### src/hw/rtl/pdd_pkg.sv
// Shared constants and types for the packet digest duplicate filter.
package pdd_pkg;

	localparam int DIGEST_WIDTH       = 256;
	localparam int WORD_WIDTH         = 64;
	localparam int TTL_WIDTH          = 16;
	localparam int NOW_WIDTH          = 32;
	localparam int ENTRIES_DEFAULT    = 48;
	localparam int TIME_WIDTH_DEFAULT = 32;
	localparam int GROUP_SIZE         = 8;

	localparam logic [TTL_WIDTH-1:0] TTL_RESET = 16'd750;

	typedef logic [DIGEST_WIDTH-1:0] digest_t;

endpackage

### src/hw/rtl/pdd_hit_reduce.sv
// Registered OR tree that folds the per-cell match flags into one hit flag.
module pdd_hit_reduce
	import pdd_pkg::*;
#(
	parameter int ENTRIES = ENTRIES_DEFAULT
) (
	input  logic               clk,
	input  logic               arst_n,
	input  logic [ENTRIES-1:0] hits,
	output logic               any_hit
);

	localparam int NGROUPS = (ENTRIES + GROUP_SIZE - 1) / GROUP_SIZE;
	localparam int PADDED  = NGROUPS * GROUP_SIZE;

	logic [PADDED-1:0]  hits_pad;
	logic [NGROUPS-1:0] grp_q;

	// Unused lanes of the last group read as no match.
	assign hits_pad = PADDED'(hits);

	// First level: one register per group of cells.
	for (genvar g = 0; g < NGROUPS; g++) begin : g_grp
		always_ff @(posedge clk or negedge arst_n) begin
			if (!arst_n) begin
				grp_q[g] <= 1'b0;
			end else begin
				grp_q[g] <= |hits_pad[g*GROUP_SIZE +: GROUP_SIZE];
			end
		end
	end

	// Second level is a narrow OR, taken by the decision logic.
	assign any_hit = |grp_q;

endmodule

### config.mk
export PLATFORM = sky130hd
export DESIGN_NAME = pdd_hit_reduce
export DESIGN_NICKNAME = d
export VERILOG_FILES = /design/src/hw/rtl/pdd_pkg.sv /design/src/hw/rtl/pdd_hit_reduce.sv
export SDC_FILE = /design/constraint.sdc
export NUM_CORES = 1
export LEC_CHECK = 0
export BUFFER_PORTS_ARGS = -buffer_cell sky130_fd_sc_hd__buf_2
export CAP_MARGIN = 40
export CORE_AREA = 2 2 39 41
export CTS_CLUSTER_SIZE = 30
export DETAILED_ROUTE_END_ITERATION = 6
export DIE_AREA = 0 0 41 43
export GPL_TIMING_DRIVEN = 0
export HOLD_SLACK_MARGIN = 0.06
export PLACE_DENSITY = 0.68
export SLEW_MARGIN = 20
export SYNTH_ARGS = -nofsm -noshare
export SYNTH_HDL_FRONTEND = slang
export SYNTH_SLANG_ARGS = --single-unit
### constraint.sdc
create_clock -name clk -period 0.9 [get_ports clk]
set_clock_uncertainty 0.05 [all_clocks]
set_input_delay 0.045 -clock clk [delete_from_list [all_inputs] [get_ports clk]]
set_output_delay 0.045 -clock clk [all_outputs]
set_load 0.05 [all_outputs]
* Word-level counts from Yosys, hierarchy flattened
Index checks and enable logic that the tools add are counted.
** Operators by class
- Reductions and logical operators :: 7
** Operators with widths (number)
- $reduce_or 8->1 :: 6
- $reduce_or 6->1 :: 1
** Storage, ports and cells
- Register bits :: 6
- Output and inout port bits :: 1
- Bits of input ports :: 50
- Logic and storage cells :: 13

* Logic depth before layout (Yosys ltp)
Gate-level depths: netlist of run 1.
- Depth after elaboration :: 1
- Gate-level depth with buffers :: 2
- Depth with buffers taken out :: 2

* Worst setup path after synthesis of run 1
No wires, ideal clock.
- Path kind :: reg2out
- Start :: register grp_q[3]
- End :: output port any_hit
- Cell stages (with the launch flop) :: 3
- Data required time :: 0.805 ns
- Setup slack :: -0.114 ns
- Buffers on the path :: 0
- Arrival :: 0.919 ns
- Cells stage by stage :: dfrtp_1 nor4_1 nand2_1
** On the way
- Word-level cells in the longest chain between the ends :: 1
** Ends and longest elaborated chain
- start, declared :: RTL line pdd_hit_reduce.sv:17 : logic [NGROUPS-1:0] grp_q;
- start signal, assigned by index :: RTL line pdd_hit_reduce.sv:28 : grp_q[g] <= |hits_pad[g*GROUP_SIZE +: GROUP_SIZE];
- $reduce_or 6->1 :: RTL line pdd_hit_reduce.sv:34 : assign any_hit = |grp_q;
- end, declared :: RTL line pdd_hit_reduce.sv:10 : output logic any_hit
No other way between the ends.

* Worst setup path in the final report of run 1
Same ends and word-level chain as after synthesis.

==> impl_results.md, run 1 <==
- Run status: finished, violations left
- Violations in the final reports: hold timing, setup timing
- Cells along the critical path: nor4_2, nand2_2, buf_6
- Setup slack of the critical path after layout: -0.312 ns
- Post-synthesis sequential element count: 6
- Global placement routability congestion: 0.667
- Fraction of final layout cells sized beyond drive strength 1: 0.678
- Instance count of the mapped netlist: 27
- Buffer and inverter count on the worst path: 1
- DR iter-0 viols: 1
- Routed via count divided by cell count: 4.45
- Wire length of the first global-routing pass: 1620 um
- Final number of hold-violating endpoints: 6
- DRC viols: 0
- Maximum level of the CTS H-tree: 1
- Gate power share: 0.242
- Registers with the most flip-flops: grp_q: 6 flops
- Final routed wire length divided by cell count: 10.2 um
- Critical setup path kind: reg2out
- Leakage component of the power: 0.325 nW
- Area growth from synthesis to layout: 168%
- Post CTS Setup Buffer Count: 0
- Leading post-synthesis cells by cell area: dfrtp_1, nor4_1, nand2_1
- TritonCTS clock tree: built
- Die width: 41 um
- Relative contribution of the clock network to total power: 0.355
- Cell family with most CP delay: flip-flops
- Mean area per synthesized cell: 9.69 sq um
- Register area share after synthesis: 0.574
- Wire length on met3: 56 um
- PortBufs: 50
- Portion of synthesized cell area occupied by the leading cell type: 0.574
- Switching part of the total power: 0.213
- Final clock period utilization by the worst path: 1.35
- Synth cell types: 4
- Slowest stage delay, CP: 0.36 ns
- Peak supply drop: 389 uV
- Normalized max-slew margin: 0.823
- Die Footprint: 1760 sq um
- Power density over cell area: 963 nW/um^2
- Initial antenna violation count: 0
- RSZ-0062 raised after global routing: true
- Setup Viol. Count Final: 1
- Arrival time at the worst endpoint: 1.12 ns
- Root buf cell: clkbuf_4
- Mapped Area: 262 sq um
- Post-DRT Antenna Nets: 0
- Placement-stage worst setup slack: -0.0995 ns
- Count of maximum capacitance violations: 0
- Pin count of the biggest net entering global routing: 7
- Final period demand of the worst path: 1.21 ns
- Capturing element type of the critical path: output pin
- Area of the core region: 1380 sq um
- Critical path's slowest cell: dfrtp_1
- Dominant register cell in the synthesized netlist: dfrtp_1
- Routed length on met1: 323 um
- Final net count: 139
- Net Count, Synth: 77
- Total clock buffers created by CTS: 3
- WHS: -0.0594 ns
- Maximum frequency from static timing analysis: 825 MHz
- Number of vias after detailed routing: 458
- Remaining global-route overflow: 0
- Number of fill cells: 126
- Internal Dissipation: 0.000531 W
- Async set-or-reset flop fraction in the synthesized netlist: 1.00
- Clock-pin slew on the worst setup and hold paths: 0.04 ns
- Portion of total power attributed to sequential cells: 0.403
- Number of non-filler instances in the completed layout: 103
- Standard-cell rows: 14
- Most common library cells after synthesis: nor4_1, nand2_1, dfrtp_1
- Final cell utilization of the core: 0.506
- Switching power: 0.000143 W
- Total routing usage reported by global routing: 0.141
- Slew of the pin with the lowest slew margin: 0.262 ns
- Top cell type by total area after synthesis: dfrtp_1
- Met2 Routed Length: 632 um
- Flip-flop count of the largest register after layout: 6
- TritonCTS Sinks: 6
- Initial core utilization: 0.189
- Data required time of the worst path: 0.81 ns
- Worst min path class: in2reg
- Count of pins on the block boundary: 51
- Highest routing layer actually used: met4
- Dpl cells: 93
- Most frequent cell after synthesis: nor4_1
- Max-slew violation total from the final report: 0
- Wire length after detailed routing: 1050 um
- Overall die height: 43 um
- Yosys warning total: 0
- Crit Path Max Fanout: 1
- Number of enable-type register cells in the synthesized netlist: 0
- Via count of the first global-routing pass: 469
- Register with the highest flop count: grp_q
- Maximum root-to-sink buffer count: 2
- Pre-antenna DRT Iters: 2
- Sort of element at the start of the critical path: flop
- Diode insertion count for antenna repair: 0
[path summary, 6_finish.rpt]
check | from | to | slack (ns) | cells after the start
setup / recovery | grp_q[3]$_DFF_PN0_ | any_hit | -0.31 | 3
hold / removal | hits[13] | grp_q[1]$_DFF_PN0_ | -0.06 | 3
max in group asynchronous | arst_n | grp_q[5]$_DFF_PN0_ | 0.56 | 2
min in group asynchronous | arst_n | grp_q[1]$_DFF_PN0_ | 0.10 | 2
[per-layer routing]
layer	global-route usage	vias to the layer above
met1	0.140	203
met2	0.222	23
met5	0	-
met4	0.127	0
met3	0.0366	5
li1	-	227
[timing repair]
action / in CTS / in global routing
pin swaps: 1 / 3
gates resized for setup: 2 / 9
endpoints found under the setup margin: 1 / 6
endpoints found under the hold margin: 12 / 6
hold buffers: 8 / 1
[power by group through the flow]
stage	Combinational [W]	Clock, W	Sequential (W)
global route	0.000178	0.000261	0.000272
detailed placement	0.000116	0	0.000276
floorplan	0.0000101	0	0.000276
global placement	0.000112	0	0.000276
finish	0.000163	0.000239	0.000272
CTS	0.000143	0.000250	0.000272
[cell usage in the layout (no fill, tap or decap), drive strengths merged]
| cell | count |
|---|---|
| buf | 48 |
| clkbuf | 3 |
| dfrtp | 6 |
| dlygate4sd3 | 7 |
| dlymetal6s4s | 2 |
| nand2 | 7 |
| nor2 | 1 |
| nor4 | 13 |
[stage by stage]
| step | setup TNS [ns] | instance area, sq um | power [W] |
|---|---|---|---|
| after floorplan | -0.0484 | 270 | 0.000286 |
| after global placement | -0.109 | 541 | 0.000388 |
| after detailed placement | -0.0995 | 541 | 0.000392 |
| after CTS | -0.335 | 649 | 0.000665 |
| after global routing | -0.372 | 701 | 0.000711 |
| final | -0.312 | 701 | 0.000675 |
[layout make-up]
type / count / area [sq um] / share of cell area
timing repair buffer: 57 / 342 / 0.488
tap: 16 / 20.0 / 0.0286
clock buffer: 3 / 22.5 / 0.0321
multi-input combinational: 21 / 166 / 0.238
sequential: 6 / 150 / 0.214
[kinds of logic after synthesis]
kind of cell	share of synthesized area
and+or+nand+nor	0.426
DFF	0.574
(Power assumes the default switching activity.)
==> run 2, diff against run 1 <==
Settings changed: SKIP_LAST_GASP from default to 1, TNS_END_PERCENT from default to 10.
==> run 2 against run 1 <==
Against the previous run: the run still ends with hold timing, setup timing left; highest routed layer is now met3; combinational power shrank 9.8%; non-clock buffer count grew 2; routed wire length shrank 7.3%; critical endpoint unchanged; design area shrank 5.9%; die area is the same; via count shrank 2.6%.
==> impl_results.md, run 2 (synthesized netlist as in run 1, its figures left out) <==
- Root buf cell: clkbuf_4
- Max-slew violation total from the final report: 0 (unchanged)
- Most frequent standard cell in the layout excluding fill and tap cells: buf_2
- Final period demand of the worst path: 1.21 ns (-0.000688 ns)
- Die Footprint: 1760 sq um (unchanged)
- Maximum level of the CTS H-tree: 1 (unchanged)
- Power density over cell area: 995 nW/um^2 (+3.3%)
- Maximum frequency from static timing analysis: 826 MHz (about the same)
- Routed via count divided by cell count: 4.25 (-4.5%)
- Pre-antenna DRT Iters: 4 (+2)
- Standard-cell rows: 14 (unchanged)
- Post CTS Setup Buffer Count: 0 (unchanged)
- WHS: -0.0547 ns (+0.00471 ns)
- Violations in the final reports: hold timing, setup timing
- DR iter-0 viols: 8 (+7)
- Final clock period utilization by the worst path: 1.35 (about the same)
- DRC viols: 0 (unchanged)
- Peak supply drop: 371 uV (-4.8%)
- Initial core utilization: 0.189 (unchanged)
- Diode insertion count for antenna repair: 0 (unchanged)
- Count of maximum capacitance violations: 0 (unchanged)
- Count of pins on the block boundary: 51 (unchanged)
- Final net count: 141 (+1.4%)
- Run status: finished, violations left
- Finished Cell Area: 659 sq um (-5.9%)
- Number of vias after detailed routing: 446 (-2.6%)
- Flip-flop count of the largest register after layout: 6 (unchanged)
- Via count of the first global-routing pass: 469 (unchanged)
- TritonCTS Sinks: 6 (unchanged)
- Pin count of the biggest net entering global routing: 7 (unchanged)
- Registers with the most flip-flops: grp_q: 6 flops
- Sort of element at the start of the critical path: flop
- Hold path depth: 3 (unchanged)
- Normalized max-slew margin: 0.822 (-0.00138)
- Startpoint of the worst hold path: hits[13]
- Dpl cells: 93 (unchanged)
- Total clock buffers created by CTS: 3 (unchanged)
- Post-DRT Antenna Nets: 0 (unchanged)
- Remaining global-route overflow: 0 (unchanged)
- PortBufs: 50 (unchanged)
- Capture endpoint of the worst hold path: grp_q[1]$_DFF_PN0_
- Arrival time at the worst endpoint: 1.12 ns (about the same)
- Commonest non-fill, non-tap cells in the layout: buf_2, nor4_1, dlygate4sd3_1
- Maximum root-to-sink buffer count: 2 (unchanged)
- Wire length after detailed routing: 977 um (-7.3%)
- Critical setup path kind: reg2out
- Area growth from synthesis to layout: 152%
- Global placement routability congestion: 0.667 (unchanged)
- Register with the highest flop count: grp_q
- Capturing element type of the critical path: output pin
- Clock-pin slew on the worst setup and hold paths: 0.04 ns (about the same)
- Die width: 41 um (unchanged)
- Overall die height: 43 um (unchanged)
- Area after detailed placement: 541 sq um (unchanged)
- Sum Neg Setup Slack: -0.311 ns (+0.000688 ns)
- Wire length of the first global-routing pass: 1620 um (unchanged)
- TritonCTS clock tree: built
- Slew of the pin with the lowest slew margin: 0.264 ns (+0.00205 ns)
- Number of non-filler instances in the completed layout: 105 (+1.9%)
- Initial antenna violation count: 0 (unchanged)
- Worst min path class: in2reg
- Setup slack of the critical path after layout: -0.311 ns (+0.000688 ns)
- Total routing usage reported by global routing: 0.141 (unchanged)
- Fraction of final layout cells sized beyond drive strength 1: 0.618 (-0.0602)
- Area of the core region: 1380 sq um (unchanged)
- Crit Path Max Fanout: 1 (unchanged)
- Setup Viol. Count Final: 1 (unchanged)
- RSZ-0062 raised after global routing: true
- Final routed wire length divided by cell count: 9.30 um (-9.1%)
- Number of fill cells: 132 (+4.8%)
- Data required time of the worst path: 0.81 ns (about the same)
- Leakage component of the power: 0.311 nW (-4.4%)
- Final cell utilization of the core: 0.476 (-0.0298)
- Final number of hold-violating endpoints: 6 (unchanged)
## run 2: cell types whose count changed in the layout (fill, tap and decap cells not counted), sizes merged
cell / before / now
dlygate4sd3: 7 / 9
dlymetal6s4s: 2 / 0
buf: 48 / 50
## run 2: worst max path at each step
| stage | start | end | slack [ns] |
|---|---|---|---|
| 6_report | grp_q[3]$_DFF_PN0_ | any_hit | -0.31 |
| 3_5_place_dp | grp_q[3]$_DFF_PN0_ | any_hit | -0.1 |
| 4_1_cts | grp_q[4]$_DFF_PN0_ | any_hit | -0.34 |
| 3_3_place_gp | grp_q[3]$_DFF_PN0_ | any_hit | -0.11 |
| 2_1_floorplan | grp_q[3]$_DFF_PN0_ | any_hit | -0.05 |
| 5_1_grt | grp_q[3]$_DFF_PN0_ | any_hit | -0.37 |
## run 2: critical path, cell delays in order (launching register included)
cell and delay (ns):
dfrtp_1 0.36, nor4_2 0.29, nand2_2 0.07, buf_6 0.16
## run 2: power breakdown
group,leakage [nW],switching (W),total [W],internal [W]
logic,0.244,0.0000413,0.000147,0.000105
clock network,0.0138,0.0000873,0.000237,0.000150
registers,0.0526,0.000000290,0.000272,0.000272
## run 2: cell type report
cell class | count | area [sq um] | area share
well taps | 16 | 20.0 | 0.0304
clock buffers | 3 | 22.5 | 0.0342
multi-input cells | 21 | 120 | 0.182
flip-flops and latches | 6 | 150 | 0.228
repair buffers | 59 | 347 | 0.526
## run 2: timing repair
item | 4_1_cts | 5_1_grt
hold buffers | 8 | 1
resized for setup | 2 | 0
gates cloned | 0 | 0
setup endpoints to repair | 1 | 6
endpoints found under the hold margin | 12 | 6
pin swaps | 1 | 1
## run 2: layer usage
metal  track usage  routed length [um]  vias up
met4         0.127                   0        0
met3        0.0366                  57        0
met5             0                   0        -
met2         0.222                 599       20
met1         0.140                 320      195
li1              -                   -      231
## run 2: metrics by stage
| stage | total power, W | setup slack (ns) |
|---|---|---|
| 2_1_floorplan | 0.000286 | -0.0484 |
| 3_3_place_gp | 0.000388 | -0.109 |
| 3_5_place_dp | 0.000392 | -0.0995 |
| 4_1_cts | 0.000665 | -0.335 |
| 5_1_grt | 0.000694 | -0.368 |
| 6_report | 0.000656 | -0.311 |
