--- src/hw/rtl/pdd_pkg.sv ---
// Shared constants and types for the packet digest duplicate filter.
package pdd_pkg;

	localparam int DIGEST_WIDTH       = 256;
	localparam int WORD_WIDTH         = 64;
	localparam int TTL_WIDTH          = 16;
	localparam int NOW_WIDTH          = 32;
	localparam int ENTRIES_DEFAULT    = 48;
	localparam int TIME_WIDTH_DEFAULT = 32;
	localparam int GROUP_SIZE         = 8;

	localparam logic [TTL_WIDTH-1:0] TTL_RESET = 16'd750;

	typedef logic [DIGEST_WIDTH-1:0] digest_t;

endpackage

--- src/hw/rtl/pdd_cell.sv ---
// One table cell: holds a stored digest, its arrival time and valid bit, and tests the query.
module pdd_cell
	import pdd_pkg::*;
#(
	parameter int TIME_WIDTH = TIME_WIDTH_DEFAULT
) (
	input  logic                  clk,
	input  logic                  arst_n,
	input  logic                  shift_en,
	input  logic                  prev_valid,
	input  digest_t               prev_digest,
	input  logic [TIME_WIDTH-1:0] prev_time,
	input  digest_t               query_digest,
	input  logic [TIME_WIDTH-1:0] query_time,
	input  logic [TTL_WIDTH-1:0]  ttl,
	output logic                  entry_valid,
	output digest_t               entry_digest,
	output logic [TIME_WIDTH-1:0] entry_time,
	output logic                  hit
);

	logic                  valid_q;
	digest_t               digest_q;
	logic [TIME_WIDTH-1:0] time_q;
	logic [TIME_WIDTH-1:0] age;
	logic                  hit_q;

	// The valid bit moves along the chain with its entry on every insertion.
	always_ff @(posedge clk or negedge arst_n) begin
		if (!arst_n) begin
			valid_q <= 1'b0;
		end else if (shift_en) begin
			valid_q <= prev_valid;
		end
	end

	// Stored payload takes over the neighbour's entry on an insertion.
	always_ff @(posedge clk) begin
		if (shift_en) begin
			digest_q <= prev_digest;
			time_q   <= prev_time;
		end
	end

	// Modular age, so the time counter may wrap.
	assign age = query_time - time_q;

	// Registered match: valid, same digest and younger than the time-to-live.
	always_ff @(posedge clk or negedge arst_n) begin
		if (!arst_n) begin
			hit_q <= 1'b0;
		end else begin
			hit_q <= valid_q && (digest_q == query_digest) && (age < TIME_WIDTH'(ttl));
		end
	end

	assign entry_valid  = valid_q;
	assign entry_digest = digest_q;
	assign entry_time   = time_q;
	assign hit          = hit_q;

endmodule

--- config.mk ---
export PLATFORM = sky130hd
export DESIGN_NAME = pdd_cell
export DESIGN_NICKNAME = d
export VERILOG_FILES = /design/src/hw/rtl/pdd_pkg.sv /design/src/hw/rtl/pdd_cell.sv
export SDC_FILE = /design/constraint.sdc
export NUM_CORES = 1
export LEC_CHECK = 0
export BUFFER_PORTS_ARGS = -buffer_cell sky130_fd_sc_hd__buf_2
export CORE_AREA = 2 2 343 345
export CTS_BUF_LIST = sky130_fd_sc_hd__clkbuf_4
export DETAILED_ROUTE_END_ITERATION = 8
export DIE_AREA = 0 0 345 347
export GPL_TIMING_DRIVEN = 0
export HOLD_SLACK_MARGIN = 0.08
export PLACE_DENSITY_LB_ADDON = 0.05
export SLEW_MARGIN = 25
export SYNTH_ARGS = -nofsm -noshare
export SYNTH_HDL_FRONTEND = slang
export SYNTH_SLANG_ARGS = --single-unit
export TNS_END_PERCENT = 100
--- constraint.sdc ---
create_clock -name clk -period 11.7 [get_ports clk]
set_input_delay 2.34 -clock clk [delete_from_list [all_inputs] [get_ports clk]]
set_output_delay 2.34 -clock clk [all_outputs]
set_load 0.005 [all_outputs]
Word-level counts from Yosys, hierarchy flattened --
Cells that the tools add are included.
Storage, ports and cells: register bits after elaboration 290, bits in latches 0, memory bits (writable) 0, memory bits (read-only) 0, bits of input ports 596, output and inout port bits 290, word-level logic and storage cells 9, memories 0
Operators by class: add/sub/neg operators 1, $mul 0, divide/modulo/power cells 0, order comparisons 1, equality and inequality tests 1, shift operators 0, mux-type cells 0, bitwise gates (word level) 0, reduce and logical (&&, ||, !) cells 2
Operators by type and width (number):
- $eq 256x256->1 | 1
- $lt 32x16->1 | 1
- $sub 32x32->32 | 1
- $logic_and 1x1->1 | 2

Longest topological paths before layout --
Gate-level depths: netlist (run 1).
depth in word-level cells 3, mapped depth 20, mapped depth without buffers 20

Least setup slack after synthesis (run 1) --
Ideal clock, no wire load.
path type in2reg, from input query_time[0], to register hit_q (netlist: hit), library setup time 0.096 ns, data arrival time 5.909 ns, data required time 11.604 ns, setup slack 5.695 ns, cell stages on the path 19, buffers on the path 0, cells stage by stage inv_1 ha_1 fa_1 nand2b_1 a21oi_1 o21ai_2 and3_2 xnor2_1 ha_1 nand3_1 nand2_1 nor4_1 nand4_1 nor4_1 o2111ai_1 nor4_2 nand4_1 or4_1 nor4_2
Between the ends: cells in the longest elaborated chain, start to end 3
RTL lines:
- from (decl) | line pdd_cell.sv:14 | input logic [TIME_WIDTH-1:0] query_time,
- $sub 32x32->32 | line pdd_cell.sv:46 | assign age = query_time - time_q;
- $lt 32x16->1 | line pdd_cell.sv:53 | hit_q <= valid_q && (digest_q == query_digest) && (age < TIME_WIDTH'(ttl));
- $logic_and 1x1->1 | line pdd_cell.sv:53
- to (signal assigned) | line pdd_cell.sv:53
- to (decl) | line pdd_cell.sv:26 | logic hit_q;
Every way passes these cells. A chain may end at the register's enable or synchronous reset.

Final worst setup path (run 1) --
from input query_time[3], to register hit_q (netlist: hit)
Same word-level chain as after synthesis.

==> results of run 1 <==
==> metal layers <==
metal	vias to the layer above	GRT usage [%]	wire, um
met1	6356	16.0	34500
met2	582	26.0	45800
met5	-	0	235
met3	174	5.22	6380
met4	34	3.45	1800
li1	6181	-	-
==> worst paths after layout <==
kind | cells after the start | end | slack [ps] | start
max in group asynchronous | 1 | entry_valid$_DFFE_PN0P_ | 10340 | arst_n
hold reg to reg | 1 | entry_valid$_DFFE_PN0P_ | 600 | entry_valid$_DFFE_PN0P_
setup / recovery | 19 | hit$_DFF_PN0_ | 4280 | query_time[3]
min in group asynchronous | 1 | hit$_DFF_PN0_ | 1200 | arst_n
hold / removal | 1 | entry_valid$_DFFE_PN0P_ | 600 | entry_valid$_DFFE_PN0P_
setup reg to reg | 19 | hit$_DFF_PN0_ | 5330 | entry_time[1]$_DFFE_PP_
==> layout make-up <==
cell class	count	area, sq um
fillers	13105	93800
flip-flops and latches	290	8700
multi-input cells	648	4860
repair buffers	890	4550
well taps	1524	1910
clock buffers	151	1130
inverters	152	571
clock inverters	22	119
plain buffers	10	57.6
diodes	17	42.5
==> through the flow <==
| stage | utilization [%] | cells | setup WS, ps | hold slack, ps |
|---|---|---|---|---|
| after floorplan | - | 1100 | 5690 | 528 |
| after global placement | 17.7 | 3509 | 2710 | 614 |
| after detailed placement | 17.8 | 3514 | 3050 | 623 |
| after CTS | 18.9 | 3687 | 4170 | 636 |
| after global routing | 18.9 | 3694 | 3970 | 684 |
| final | 19.0 | 3704 | 4280 | 601 |
==> critical path, cell delays in order <==
cell,delay [ps]
buf_2,100
ha_1,380
a21o_1,190
a21oi_1,250
a21oi_1,150
o21ai_0,460
and2b_1,260
xnor2_1,220
ha_1,340
nand3_1,370
nand2_1,150
nor4_1,670
nand4_1,420
nor4_1,490
o2111ai_1,230
nor4_2,310
nand4_1,100
or4_1,580
nor4_2,280
==> cells in the final DEF, fill, tap and decap left out, types with 28 or more instances in the layout <==
master	Yosys	routed
a21oi_1	39	39
nor4_1	32	31
ha_1	46	46
xor2_1	71	71
nor2_1	28	28
o22ai_1	34	34
nand4_1	43	43
clkbuf_4	0	151
nand2_1	38	38
xnor2_1	108	108
inv_1	152	152
buf_2	0	885
edfxtp_1	288	288
==> sequential cells by signal (all words and copies together) (netlist names) <==
name,cells
hit,1
entry_time,32
entry_digest,256
entry_valid,1
==> power by group through the flow <==
stage | registers, W | clock network [W] | logic [W]
floorplan | 0.00132 | 0 | 0.000226
global placement | 0.00135 | 0 | 0.000589
detailed placement | 0.00133 | 0 | 0.000591
CTS | 0.00131 | 0.00125 | 0.000594
global route | 0.00132 | 0.00129 | 0.000640
finish | 0.00131 | 0.00116 | 0.000573
==> cell families (layout without fill, tap and decap cells) <==
family / after synthesis / count (layout) / share of synthesized area [%]
compound gates: 208 / 208 / 10.5
xor+xnor: 179 / 179 / 11.1
fa+ha+maj: 47 / 47 / 4.20
buf+inv: 162 / 1225 / 4.43
flops: 290 / 290 / 61.4
mux: 3 / 3 / 0.221
other cells: 0 / 17 / 0
simple gates: 211 / 211 / 8.19
==> metrics.md, run 1 <==
| Metric | Value |
|---|---|
| CORE AREA | `0.116 sq mm` |
| Most frequent cell after synthesis | `edfxtp_1` |
| First-pass GRT wire length | `118 mm` |
| CP startpoint kind | `primary input` |
| P_leak | `9.59 nW` |
| CP Max Fanout | `5` |
| Die area | `0.120 sq mm` |
| Post-synthesis cell area | `0.0142 sq mm` |
| Share of cells above drive strength 1 | `49.3%` |
| GRT Residual Overflow | `0` |
| Fin. max-slew vios | `0` |
| Total GRT Usage | `14.4%` |
| Max IR drop VDD | `0.0642 mV` |
| Syn avg cell area | `12.9 sq um` |
| #FFs+latches synth | `290` |
| Post-synthesis cell type with the largest combined area | `edfxtp_1` |
| Internal power | `0.00210 W` |
| Htree depth | `3` |
| TritonCTS clock tree | `done` |
| Sw Share | `31.1%` |
| # rows | `125` |
| Status | `finished clean` |
| Hold WC Path Type | `register to register` |
| Share of power burned in registers | `43.1%` |
| Crit path time final | `7420 ps` |
| Worst-Skew Late Latency | `1030 ps` |
| Yosys Warn Count | `0` |
| CP required | `12580 ps` |
| Most frequent cells after synthesis | `288 x edfxtp_1, 152 x inv_1, 108 x xnor2_1, 71 x xor2_1, 46 x ha_1` |
| # Post-CTS Setup Buffers | `0` |
| Port-buffer cells | `885` |
| Final setup violation count | `0` |
| Max Cap Viol | `0` |
| Die Y | `347 um` |
| Number of synthesized flops with an enable pin | `288` |
| Rel. slew slack | `28.0%` |
| Cts repair resizes | `0` |
| Hold-fix buffers, CTS | `0` |
| Total Power | `0.00304 W` |
| Total CTS buffers | `102` |
| Post-synthesis instance total | `1100` |
| Synth cell types | `62` |
| Dominant cells by area after synthesis | `edfxtp_1 61%, xnor2_1 6.7%, xor2_1 4.4%, ha_1 4.1%, inv_1 4.0%` |
| Initial antenna violation count | `50` |
| CTS max path bufs | `3` |
| Yosys top cell area share | `61.0%` |
| Vias in the first global route | `14.3k` |
| Final Hold Fails | `0` |
| Post-DP Area | `0.0206 sq mm` |
| Hpwl dp | `76.3 mm` |
| Setup TNS | `0 ps` |
| Die X | `345 um` |
| Design Area, Final | `0.0219 sq mm` |
| Area Growth Syn to Fin | `54.8%` |
| Placer Congestion | `0.811` |
| Root Driver | `clkbuf_4` |
| Clock power share | `38.1%` |
| Combinational fraction of design power | `18.8%` |
| Fmax | `135 MHz` |
| Worst Skew | `55.7 ps` |
| Final WL | `88.8 mm` |
| Reported net switching power | `0.000946 W` |
| Detailed Routing Iterations Pass 1 | `4` |
| Largest net degree at the start of global routing | `79` |
| RSZ-0062 raised after global routing | `false` |
| Worst Path Arrival | `8300 ps` |
| CTS clk-pin slew, worst paths | `60 ps` |
| First DRT Iteration DRCs | `595` |
| Vias post-DR | `13.3k` |
| Syn nets | `1743` |
| Clk sink count | `290` |
| Post-synth ARST share | `0.690%` |
| Sequential fraction of the synthesis area | `61.4%` |
| CP endpoint kind | `register` |
| Cell Pwr Density | `139 mW/mm^2` |
| DR WL/cell | `24.0 um` |
| Starting density of the core | `12.2%` |
| Boundary Pins | `886` |
| DRT antenna net count | `0` |
| Slew at the pin with the worst max-slew slack | `1080 ps` |
| Prevailing post-synth register cell | `edfxtp_1` |
| Fin crit share | `63.4%` |
| Critical path class | `primary input to register` |
| Final nets | `2737` |
| Number of remaining DRC errors | `0` |
| Post-DR vias/cell | `3.60` |
Power figures use the tool's default switching activity.
==> run 2, diff against run 1 <==
Clock period 11.7 ns to 6.7 ns, I/O delays scaled along.
==> metrics.md, run 2 (synthesis gave the netlist of run 1 again) <==
| Metric | Value |
|---|---|
| Status | `finished clean` |
| Fin. max-slew vios | `0` |
| Slew at the pin with the worst max-slew slack | `1110 ps` |
| WHS | `475 ps` |
| DRT antenna net count | `0` |
| First DRT Iteration DRCs | `639` |
| CP Max Fanout | `5` |
| TritonCTS clock tree | `done` |
| Detailed Routing Iterations Pass 1 | `5` |
| Filler cells | `13.1k` |
| Max Cap Viol | `0` |
| Largest net degree at the start of global routing | `79` |
| RSZ-0062 raised after global routing | `false` |
| CP most frequent cell | `nor4_2` |
| Most common cell after layout, fill and taps aside | `buf_2` |
| Placer Congestion | `0.811` |
| CP peak stage delay | `580 ps` |
| DR WL/cell | `24.0 um` |
| CORE AREA | `0.116 sq mm` |
| Critical path's slowest cell | `or4_1` |
| Internal power | `0.00366 W` |
| # rows | `125` |
| Cell family with most CP delay | `simple AND/OR/NAND/NOR gates` |
| Port-buffer cells | `885` |
| Root Driver | `clkbuf_4` |
| P_leak | `9.60 nW` |
| R2R setup slack | `630 ps` |
| Max IR drop VDD | `0.112 mV` |
| CTS clk-pin slew, worst paths | `60 ps` |
| Setup TNS | `0 ps` |
| RR Endpoint | `hit$_DFF_PN0_` |
| CP endpoint kind | `register` |
| CTS max path bufs | `3` |
| Largest register FFs | `256` |
| Htree depth | `3` |
| Fmax | `163 MHz` |
| Final WL | `88.8 mm` |
| Die Y | `347 um` |
| GRT Residual Overflow | `0` |
| Sw Share | `31.1%` |
| Share of cells above drive strength 1 | `49.3%` |
| Pre-CTS WS | `-955 ps` |
| FF-to-FF Start | `entry_time[1]$_DFFE_PP_` |
| Total CTS buffers | `102` |
| First-pass GRT wire length | `118 mm` |
| Vias post-DR | `13.3k` |
| Final setup violation count | `0` |
| Final nets | `2738` |
| Number of remaining DRC errors | `0` |
| Worst hold endpoint | `entry_digest[59]$_DFFE_PP_` |
| Reported net switching power | `0.00165 W` |
| Critical path depth | `19` |
| Total GRT Usage | `14.4%` |
| Critical path class | `primary input to register` |
| Worst Skew | `62.4 ps` |
| Area Growth Syn to Fin | `54.9%` |
| Reg2Reg Depth | `19` |
| Worst-Skew Late Latency | `1040 ps` |
| Worst hold path startpoint | `prev_digest[59]` |
| Combinational fraction of design power | `18.8%` |
| Die area | `0.120 sq mm` |
| Die X | `345 um` |
| Commonest non-fill, non-tap cells in the layout | `885 x buf_2, 288 x edfxtp_1, 152 x inv_1` |
| Buf/Inv on CP | `1` |
| Post-DR vias/cell | `3.61` |
| Rel. slew slack | `26.2%` |
| Crit path time final | `6120 ps` |
| Share of power burned in registers | `43.1%` |
| # Post-CTS Setup Buffers | `0` |
| Initial antenna violation count | `50` |
| Worst-path cell chain | `buf_2 -> ha_1 -> a21o_1 -> a21oi_1 -> a21oi_1 -> o21ai_0 -> and2b_1 -> xnor2_1 -> ha_1 -> nand3_1 -> nand2_1 -> nor4_2 -> nand4_1 -> nor4_1 -> o2111ai_1 -> nor4_2 -> nand4_1 -> or4_1 -> nor4_2` |
| Worst Path Arrival | `7000 ps` |
| Post-layout util | `19.0%` |
| Non-filler instance count after layout | `3701` |
| Starting density of the core | `12.2%` |
| Placed Instances | `3514` |
| Clk sink count | `290` |
| Vias in the first global route | `14.3k` |
| Final Hold Fails | `0` |
| Fin crit share | `91.3%` |
| Setup ws final | `581 ps` |
| CP required | `7580 ps` |
| Clock power share | `38.1%` |
| WHS Path Cells | `1` |
| Hpwl dp | `76.3 mm` |
| CP startpoint kind | `primary input` |
| Hold WC Path Type | `primary input to register` |
| Cell Pwr Density | `242 mW/mm^2` |
| Boundary Pins | `886` |
## run 2: layout make-up
class / count / area (sq um) / share of cell area (%)
Multi-Input combinational cell: 648 / 4860 / 22.2
Timing Repair Buffer: 891 / 4560 / 20.8
Clock inverter: 22 / 119 / 0.542
Antenna cell: 13 / 32.5 / 0.148
Buffer: 10 / 57.6 / 0.262
Clock buffer: 151 / 1130 / 5.17
Tap cell: 1524 / 1910 / 8.69
Sequential cell: 290 / 8700 / 39.6
Inverter: 152 / 571 / 2.60
## run 2: worst max path at each step
| stage | startpoint | to |
|---|---|---|
| after floorplan | query_time[0] | hit$_DFF_PN0_ |
| after global placement | shift_en | entry_valid$_DFFE_PN0P_ |
| after detailed placement | query_time[3] | hit$_DFF_PN0_ |
| after CTS | entry_time[1]$_DFFE_PP_ | hit$_DFF_PN0_ |
| after global routing | entry_time[1]$_DFFE_PP_ | hit$_DFF_PN0_ |
| final | query_time[3] | hit$_DFF_PN0_ |
## run 2: through the flow
stage	power (W)	cell area (sq um)
5_1_grt	0.00569	21900
6_report	0.00531	21900
3_5_place_dp	0.00336	20600
4_1_cts	0.00551	21900
3_3_place_gp	0.00338	20500
2_1_floorplan	0.00269	14200
## run 2: per-layer routing
metal / vias to the layer above / global-route usage (%) / share of wire [%]
met5: - / 0 / 0.26
met3: 179 / 5.22 / 7.1
met2: 582 / 26.0 / 52
li1: 6174 / - / -
met4: 34 / 3.45 / 2.1
met1: 6376 / 16.0 / 39
## run 2: power groups by stage
stage	clock network, W	logic [W]	registers [W]
2_1_floorplan	0	0.000395	0.00230
3_3_place_gp	0	0.00103	0.00235
3_5_place_dp	0	0.00103	0.00233
4_1_cts	0.00218	0.00104	0.00229
5_1_grt	0.00226	0.00112	0.00231
6_report	0.00202	0.00100	0.00229
## run 2: what timing repair did
action,4_1_cts,5_1_grt
hold buffers,1,0
gates resized for setup,1,0
endpoints found under the hold margin,2,0
endpoints found under the setup margin,1,0
## run 2: worst register-to-register path: cells and delay by family (launching register included)
family | cells | cell delay (ps)
buffers and inverters | 1 | 90
DFF | 1 | 440
and+or+nand+nor | 11 | 3470
adders and majority gates | 2 | 550
xor gates and xnor gates | 1 | 220
AOI/OAI and AO/OA | 4 | 1190
==> run 3, diff against run 2 <==
Settings changed: PLACE_DENSITY_LB_ADDON 0.05 to unset.
==> metrics.md, run 3 (synthesis gave the netlist of run 1 again) <==
| Metric | Value |
|---|---|
| Die X | `345 um` |
| # rows | `125` |
| Fin. max-slew vios | `0` |
| CP peak stage delay | `700 ps` |
| Most common cell after layout, fill and taps aside | `buf_2` |
| TritonCTS clock tree | `done` |
| Status | `finished clean` |
| CP Max Fanout | `3` |
| Htree depth | `3` |
| Largest register FFs | `256` |
| Initial antenna violation count | `54` |
| Boundary Pins | `886` |
| Vias in the first global route | `13.8k` |
| Detailed Routing Iterations Pass 1 | `5` |
| Max IR drop VDD | `0.144 mV` |
| Critical path class | `register to register` |
| Port-buffer cells | `885` |
| Cell Pwr Density | `228 mW/mm^2` |
| Hpwl dp | `77.1 mm` |
| CP startpoint kind | `register` |
| Final Hold Fails | `0` |
| Setup ws final | `875 ps` |
| DRT antenna net count | `0` |
| Total CTS buffers | `84` |
| Crit path time final | `5820 ps` |
| Total GRT Usage | `14.1%` |
| Vias post-DR | `13.7k` |
| Number of remaining DRC errors | `0` |
| Final WL | `87.7 mm` |
| Commonest non-fill, non-tap cells in the layout | `887 x buf_2, 288 x edfxtp_1, 152 x inv_1` |
| Largest net degree at the start of global routing | `90` |
| Worst Skew | `92.9 ps` |
| Share of cells above drive strength 1 | `48.9%` |
| CP endpoint kind | `register` |
| Hold WC Path Type | `primary input to register` |
| Cell family with most CP delay | `simple AND/OR/NAND/NOR gates` |
| Clk sink count | `290` |
| First DRT Iteration DRCs | `1090` |
| Slew at the pin with the worst max-slew slack | `1130 ps` |
| Final setup violation count | `0` |
| Pre-CTS WS | `-967 ps` |
| Rel. slew slack | `24.3%` |
| Placed Instances | `3516` |
| GRT Residual Overflow | `0` |
| Die Y | `347 um` |
| Buf/Inv on CP | `1` |
| Critical path's slowest cell | `nor4_1` |
| Final nets | `2722` |
| R2R setup slack | `880 ps` |
| CTS clk-pin slew, worst paths | `70 ps` |
| Root Driver | `clkbuf_4` |
| Max Cap Viol | `0` |
| P_leak | `9.44 nW` |
| # Post-CTS Setup Buffers | `0` |
| Starting density of the core | `12.2%` |
| Fin crit share | `86.9%` |
| WHS | `533 ps` |
| DR WL/cell | `23.8 um` |
| RSZ-0062 raised after global routing | `false` |
| Worst Path Arrival | `6570 ps` |
| Placer Congestion | `0.930` |
| CORE AREA | `0.116 sq mm` |
| Non-filler instance count after layout | `3678` |
| First-pass GRT wire length | `113 mm` |
| Worst-path cell chain | `inv_1 -> ha_1 -> nor2b_1 -> o2111ai_1 -> a21oi_1 -> o21ai_0 -> and2b_1 -> xnor2_1 -> ha_1 -> a221oi_1 -> nand4_1 -> nor4_1 -> o2111ai_1 -> nor4_2 -> nand4_1 -> or4_1 -> nor4_4` |
| CTS max path bufs | `3` |
| CP required | `7440 ps` |
| Area Growth Syn to Fin | `53.5%` |
| Worst-Skew Late Latency | `980 ps` |
| Fmax | `172 MHz` |
| Post-DR vias/cell | `3.73` |
| Die area | `0.120 sq mm` |
[run 3: final cells by class]
class / instances / area, sq um
diodes: 21 / 52.6
plain buffers: 10 / 57.6
clock buffers: 114 / 856
clock inverters: 26 / 126
fillers: 12933 / 94000
inverters: 152 / 571
multi-input cells: 648 / 4930
flip-flops and latches: 290 / 8700
well taps: 1524 / 1910
repair buffers: 893 / 4550
[run 3: report_power, final]
group	switching [W]	leakage, nW	internal, W
sequential	0.000144	2.84	0.00216
clock	0.000845	0.584	0.000788
combinational	0.000579	6.02	0.000447
[run 3: worst paths after layout]
kind	from	cells past startpoint	endpoint
worst max register to register	entry_time[1]$_DFFE_PP_	17	hit$_DFF_PN0_
min in group asynchronous	arst_n	2	hit$_DFF_PN0_
worst min register to register	entry_valid$_DFFE_PN0P_	1	entry_valid$_DFFE_PN0P_
worst max-delay path	entry_time[1]$_DFFE_PP_	17	hit$_DFF_PN0_
max in group asynchronous	arst_n	2	entry_valid$_DFFE_PN0P_
worst min-delay path	prev_digest[113]	1	entry_digest[113]$_DFFE_PP_
[run 3: repair_timing]
action / CTS / global route
setup endpoints to repair: 1 / 1
hold endpoints to repair: 2 / 0
hold buffers: 1 / 0
resized for setup: 1 / 1
[run 3: per-stage QoR]
stage,cell area (sq um),setup TNS (ps),power [W],util [%]
after CTS,21700,0,0.00508,18.7
after floorplan,14200,0,0.00269,-
after global placement,20500,-66590,0.00337,17.7
final,21700,0,0.00497,18.8
after global routing,21700,0,0.00525,18.8
after detailed placement,20700,-967,0.00338,17.9
[run 3: metal layers]
layer / up-vias / part of all wire [%] / track usage, %
met1: 6501 / 42 / 18.0
li1: 6123 / - / -
met5: - / 0.12 / 0
met2: 904 / 45 / 21.7
met4: 16 / 4.1 / 7.05
met3: 165 / 9.1 / 4.23
